`src/afr_pkg.sv`:
```
// afr_pkg: shared types and constants of the addressed stx/etx frame receiver
// no dependencies; used by the mode fsm and the top level

package afr_pkg;

  localparam logic [7:0] ChStx = 8'h02;
  localparam logic [7:0] ChEtx = 8'h03;
  localparam logic [7:0] ChDle = 8'h10;

  localparam int unsigned PosWidth = 6;
  localparam int unsigned LenWidth = 7;

  typedef enum logic [2:0] {
    MODE_HUNT,
    MODE_SKIP,
    MODE_ADDRESS,
    MODE_DATA,
    MODE_ESCAPED
  } rx_mode_e;

  typedef enum logic {
    KIND_DATA = 1'b0,
    KIND_END  = 1'b1
  } kind_e;

  typedef struct packed {
    logic [7:0] rx_byte;
  } rx_item_t;

  typedef struct packed {
    logic [7:0] node_address;
  } cfg_item_t;

  typedef struct packed {
    logic                kind;
    logic [7:0]          data_byte;
    logic [PosWidth-1:0] position;
    logic [LenWidth-1:0] frame_length;
    logic                overflow;
  } result_item_t;

  // one processed byte: whether it yields a beat, and the beat itself
  typedef struct packed {
    logic         valid;
    result_item_t item;
  } step_result_t;

endpackage

```
`src/afr_fsm.sv`:
```
// afr_fsm: receive mode state machine, byte counter and overflow flag
// depends on afr_pkg; advances one byte each cycle that step_i is high

module afr_fsm
  import afr_pkg::*;
#(
  parameter int unsigned Depth = 64
) (
  input  logic         clk_i,
  input  logic         rst_ni,
  input  logic         step_i,
  input  logic [7:0]   rx_byte_i,
  input  logic [7:0]   node_address_i,
  output step_result_t result_o
);

  localparam int unsigned CntWidth = $clog2(Depth + 1);
  localparam int unsigned ExtWidth = (CntWidth > LenWidth) ? CntWidth : LenWidth;

  rx_mode_e              mode_q, mode_d;
  logic [CntWidth-1:0]   count_q, count_d;
  logic                  ovf_q, ovf_d;
  logic [ExtWidth-1:0]   count_ext;
  logic                  store;
  logic                  full;

  assign count_ext = ExtWidth'(count_q);
  assign full      = (count_q == CntWidth'(Depth));

  always_ff @(posedge clk_i or negedge rst_ni) begin
    if (!rst_ni) begin
      mode_q  <= MODE_HUNT;
      count_q <= '0;
      ovf_q   <= 1'b0;
    end else if (step_i) begin
      mode_q  <= mode_d;
      count_q <= count_d;
      ovf_q   <= ovf_d;
    end
  end

  always_comb begin
    mode_d   = mode_q;
    count_d  = count_q;
    ovf_d    = ovf_q;
    store    = 1'b0;
    result_o = '0;
    unique case (mode_q)
      MODE_SKIP: begin
        mode_d = MODE_HUNT;
      end
      MODE_ADDRESS: begin
        if (rx_byte_i == node_address_i) begin
          mode_d  = MODE_DATA;
          count_d = '0;
          ovf_d   = 1'b0;
        end else begin
          mode_d = MODE_HUNT;
        end
      end
      MODE_DATA: begin
        priority if (rx_byte_i == ChEtx) begin
          mode_d                     = MODE_HUNT;
          result_o.valid             = 1'b1;
          result_o.item.kind         = KIND_END;
          result_o.item.frame_length = count_ext[LenWidth-1:0];
          result_o.item.overflow     = ovf_q;
        end else if (rx_byte_i == ChDle) begin
          mode_d = MODE_ESCAPED;
        end else begin
          store = 1'b1;
        end
      end
      MODE_ESCAPED: begin
        mode_d = MODE_DATA;
        store  = 1'b1;
      end
      default: begin
        priority if (rx_byte_i == ChStx) begin
          mode_d = MODE_ADDRESS;
        end else if (rx_byte_i == ChDle) begin
          mode_d = MODE_SKIP;
        end else begin
          mode_d = MODE_HUNT;
        end
      end
    endcase

    // data byte: emit with its position, or drop once the frame is full
    if (store) begin
      if (full) begin
        ovf_d = 1'b1;
      end else begin
        count_d                 = count_q + CntWidth'(1);
        result_o.valid          = 1'b1;
        result_o.item.kind      = KIND_DATA;
        result_o.item.data_byte = rx_byte_i;
        result_o.item.position  = count_ext[PosWidth-1:0];
      end
    end
  end

endmodule

```
`config.mk`:
```
export PLATFORM = sky130hd
export DESIGN_NAME = afr_fsm
export DESIGN_NICKNAME = d
export VERILOG_FILES = /design/src/afr_pkg.sv /design/src/afr_fsm.sv
export SDC_FILE = /design/constraint.sdc
export NUM_CORES = 1
export LEC_CHECK = 0
export BUFFER_PORTS_ARGS = -buffer_cell sky130_fd_sc_hd__buf_4
export CAP_MARGIN = 0
export CORE_MARGIN = 2
export CORE_UTILIZATION = 43
export CTS_CLUSTER_SIZE = 14
export DETAILED_ROUTE_END_ITERATION = 6
export GPL_TIMING_DRIVEN = 0
export PLACE_DENSITY_LB_ADDON = 0.3
export SLEW_MARGIN = 20
export SYNTH_ARGS = -nofsm -noshare
export SYNTH_HDL_FRONTEND = slang
export SYNTH_SLANG_ARGS = --single-unit
```
`constraint.sdc`:
```
create_clock -name clk_i -period 2.15 [get_ports clk_i]
set_clock_uncertainty 0.1 [all_clocks]
set_input_delay 0.215 -clock clk_i [delete_from_list [all_inputs] [get_ports clk_i]]
set_output_delay 0.215 -clock clk_i [all_outputs]
set_load 0.02 [all_outputs]
```
==> reports/metrics.yaml <==
drive_gt1_frac: 0.486
slowest_delay_ns: 0.45
finalWirelength_um: 3250
die-area_um2: 2860
grt_overflow: 0
hold_violations: 0
combPwrFrac: 0.516
insertion_delay_ns: 0.28
grt_pass1_vias: 1109
critical_path_depth: 8
gp_congestion: 0.802
cts_tree: "done"
cp-start-kind: "register"
ys_top_cells_by_count: "20 x and2_1, 11 x dfrtp_1, 11 x nor2_1"
holdWs_ns: 0.197
multiInputGateArea_um2: 817
synth.distinct_cells: 40
critPathCapture: "result_o[21]"
crit_start: "count_ext[0]"
slowest_stage: "or4b_4"
synth_top_area_frac: 0.261
cts.path.max_buffers: 2
fin_setup_tns_ns: -4.90
fp-row-count: 17
r2r_setup_slack_ns: -0.12
num_vias: 1186
reg2reg_depth: 9
start_util: 0.463
core_um2: 2280
synthesis.area_um2: 1050
drc_errors: 0
relSlewSlack: 0.637
p_sw_mw: 0.363
period_share: 1.19
slew_violations: 0
wl_per_cell_um: 15.9
critical_path_buf_inv_count: 3
setup_viol_count_final: 21
antenna_found_initial: 0
cts_sinks: 11
ys.flop_type: "dfrtp_1"
rsz0062_at_grt: "true"
sw_frac_of_total: 0.385
crit_path_end_kind: "primary output"
yosys.cell_count.top_type: "and2_1"
pwr-share-clk: 0.159
synth_seq_cells: 11
path_class: "reg -> out"
io_pins: 43
die_w_um: 53.5
synth-edff-count: 0
worstPathArrival_ns: 2.24
yosysWarnings: 0
die_h_um: 53.5
r2r_end: "count_ext[0]"
hp-class: "in -> async"
post-place-ws_ns: -0.327
grt_max_degree: 12
ant_nets: 0
clk_pin_slew_ns: 0.08
grt_pass1_wl_um: 5250
max_slew.worst_pin.slew_ns: 0.540
synth_fp_nets: 141
internal-power_mw: 0.580
drt_iter0_markers: 20
firstDrtPassIters: 5
syn_area_per_cell_um2: 8.79
netlist_top_cells_area: "dfrtp_1 26%, and2_1 12%, xnor2_1 6.6%"
htreeDepth: 1
viasPerCell: 5.79
reg2reg_from: "count_ext[0]"
grtUsageTotal: 0.256
yosysTopAreaCell: "dfrtp_1"
path_max_fanout: 5
finalCriticalPeriod_ns: 2.55
required_ns: 1.84
root_buffer: "clkbuf_4"
crit_chain: "inv_2, ha_4, or4b_4, o211ai_1, o31ai_4, clkbuf_8, and2_4, buf_6"
antennaDiodeCount: 0
pwr-share-seq: 0.325
violations: "negative setup slack"
cpLargestDelayFamily: "simple AND/OR/NAND/NOR gates"
max-cap-violations: 0
ir_drop_mv: 0.517
register_area_um2: 275
fillCellCount: 151
async_flop_share: 1.00
dp_hpwl_um: 2250
fmax_mhz: 392
leakage_nw: 0.779
status: "finished with violations"
fin_nets: 199
yosysSeqAreaShare: 0.261
synth_cells: 120
pwr_density_cell_nw_per_um2: 559
cts_made_buffers: 3
finalWorstSetupSlack_ns: -0.402
area_growth_pct: 59.9
port_buffers: 42
## placed cells by master, fill, tap and decap left out, drive strengths merged
master / instances
dfrtp: 11
nand2: 6
o31ai: 1
nor4: 5
and3: 3
a21bo: 1
nor2: 11
dlygate4sd3: 1
or2: 2
nand2b: 1
o21ai: 8
clkbuf: 7
nand4: 2
a21oi: 2
and2: 20
xnor2: 8
or3b: 1
nand3b: 3
a221o: 1
a22o: 2
a32o: 2
inv: 5
a31oi: 2
nor2b: 1
or4: 1
o211ai: 3
a211oi: 1
ha: 2
mux2i: 1
nor3: 1
a21o: 1
and4: 1
or4b: 1
a211o: 2
nor4b: 1
nand3: 4
buf: 52
## what timing repair did
item / 4_1_cts / 5_1_grt
buffers inserted: 6 / 4
resized for setup: 35 / 11
pin swaps: 17 / 9
setup endpoints to repair: 20 / 27
hold buffers: 1 / 0
gates cloned: 1 / 0
hold endpoints to repair: 11 / 0
## registers in the layout (all words and copies together) (netlist names)
register / cells
mode_q: 3
ovf_q: 1
count_ext: 7
## metrics by stage
stage / instance area, um^2 / cells / total power [mW] / utilization
final: 1690 / 205 / 0.943 / 0.741
after global placement: 1420 / 190 / 0.648 / 0.622
after floorplan: 1060 / 120 / 0.531 / -
after CTS: 1620 / 202 / 0.926 / 0.714
after detailed placement: 1420 / 190 / 0.662 / 0.622
after global routing: 1690 / 205 / 1.01 / 0.741
## power groups by stage
stage,clock [mW],sequential (mW),combinational (mW)
6_report,0.150,0.307,0.487
5_1_grt,0.164,0.313,0.533
4_1_cts,0.151,0.305,0.471
3_5_place_dp,0,0.318,0.344
3_3_place_gp,0,0.314,0.334
2_1_floorplan,0,0.299,0.232
## how the worst min path moves through the flow
stage / end / slack, ns / from
final: count_ext[1] / 0.20 / rst_ni
after global routing: count_ext[2] / 0.21 / step_i
after CTS: count_ext[1] / 0.20 / rst_ni
after detailed placement: mode_q[1] / -0.04 / rst_ni
after global placement: mode_q[1] / -0.04 / rst_ni
after floorplan: count_ext[0] / -0.18 / rst_ni
## logic make-up after synthesis
kind of cell / share of synthesized area
AOI/OAI and AO/OA: 0.212
xor gates and xnor gates: 0.0664
adders and majority gates: 0.0237
buffers and inverters: 0.0356
DFF: 0.261
muxes: 0.00949
and+or+nand+nor: 0.391
## area by class of cell
class                      count  share of cell area
multi-input combinational    101               0.484
timing repair buffer          53               0.288
sequential                    11               0.163
tap                           28              0.0208
buffer                         3              0.0171
clock buffer                   4              0.0156
inverter                       5              0.0111
## layer usage
metal / track usage / vias up / part of all wire
li1: - / 550 / -
met1: 0.346 / 587 / 0.44
met2: 0.409 / 40 / 0.50
met3: 0.0508 / 9 / 0.042
met4: 0.0769 / 0 / 0.018
met5: 0 / - / 0
Note: power is estimated with default switching activity, not from simulation.
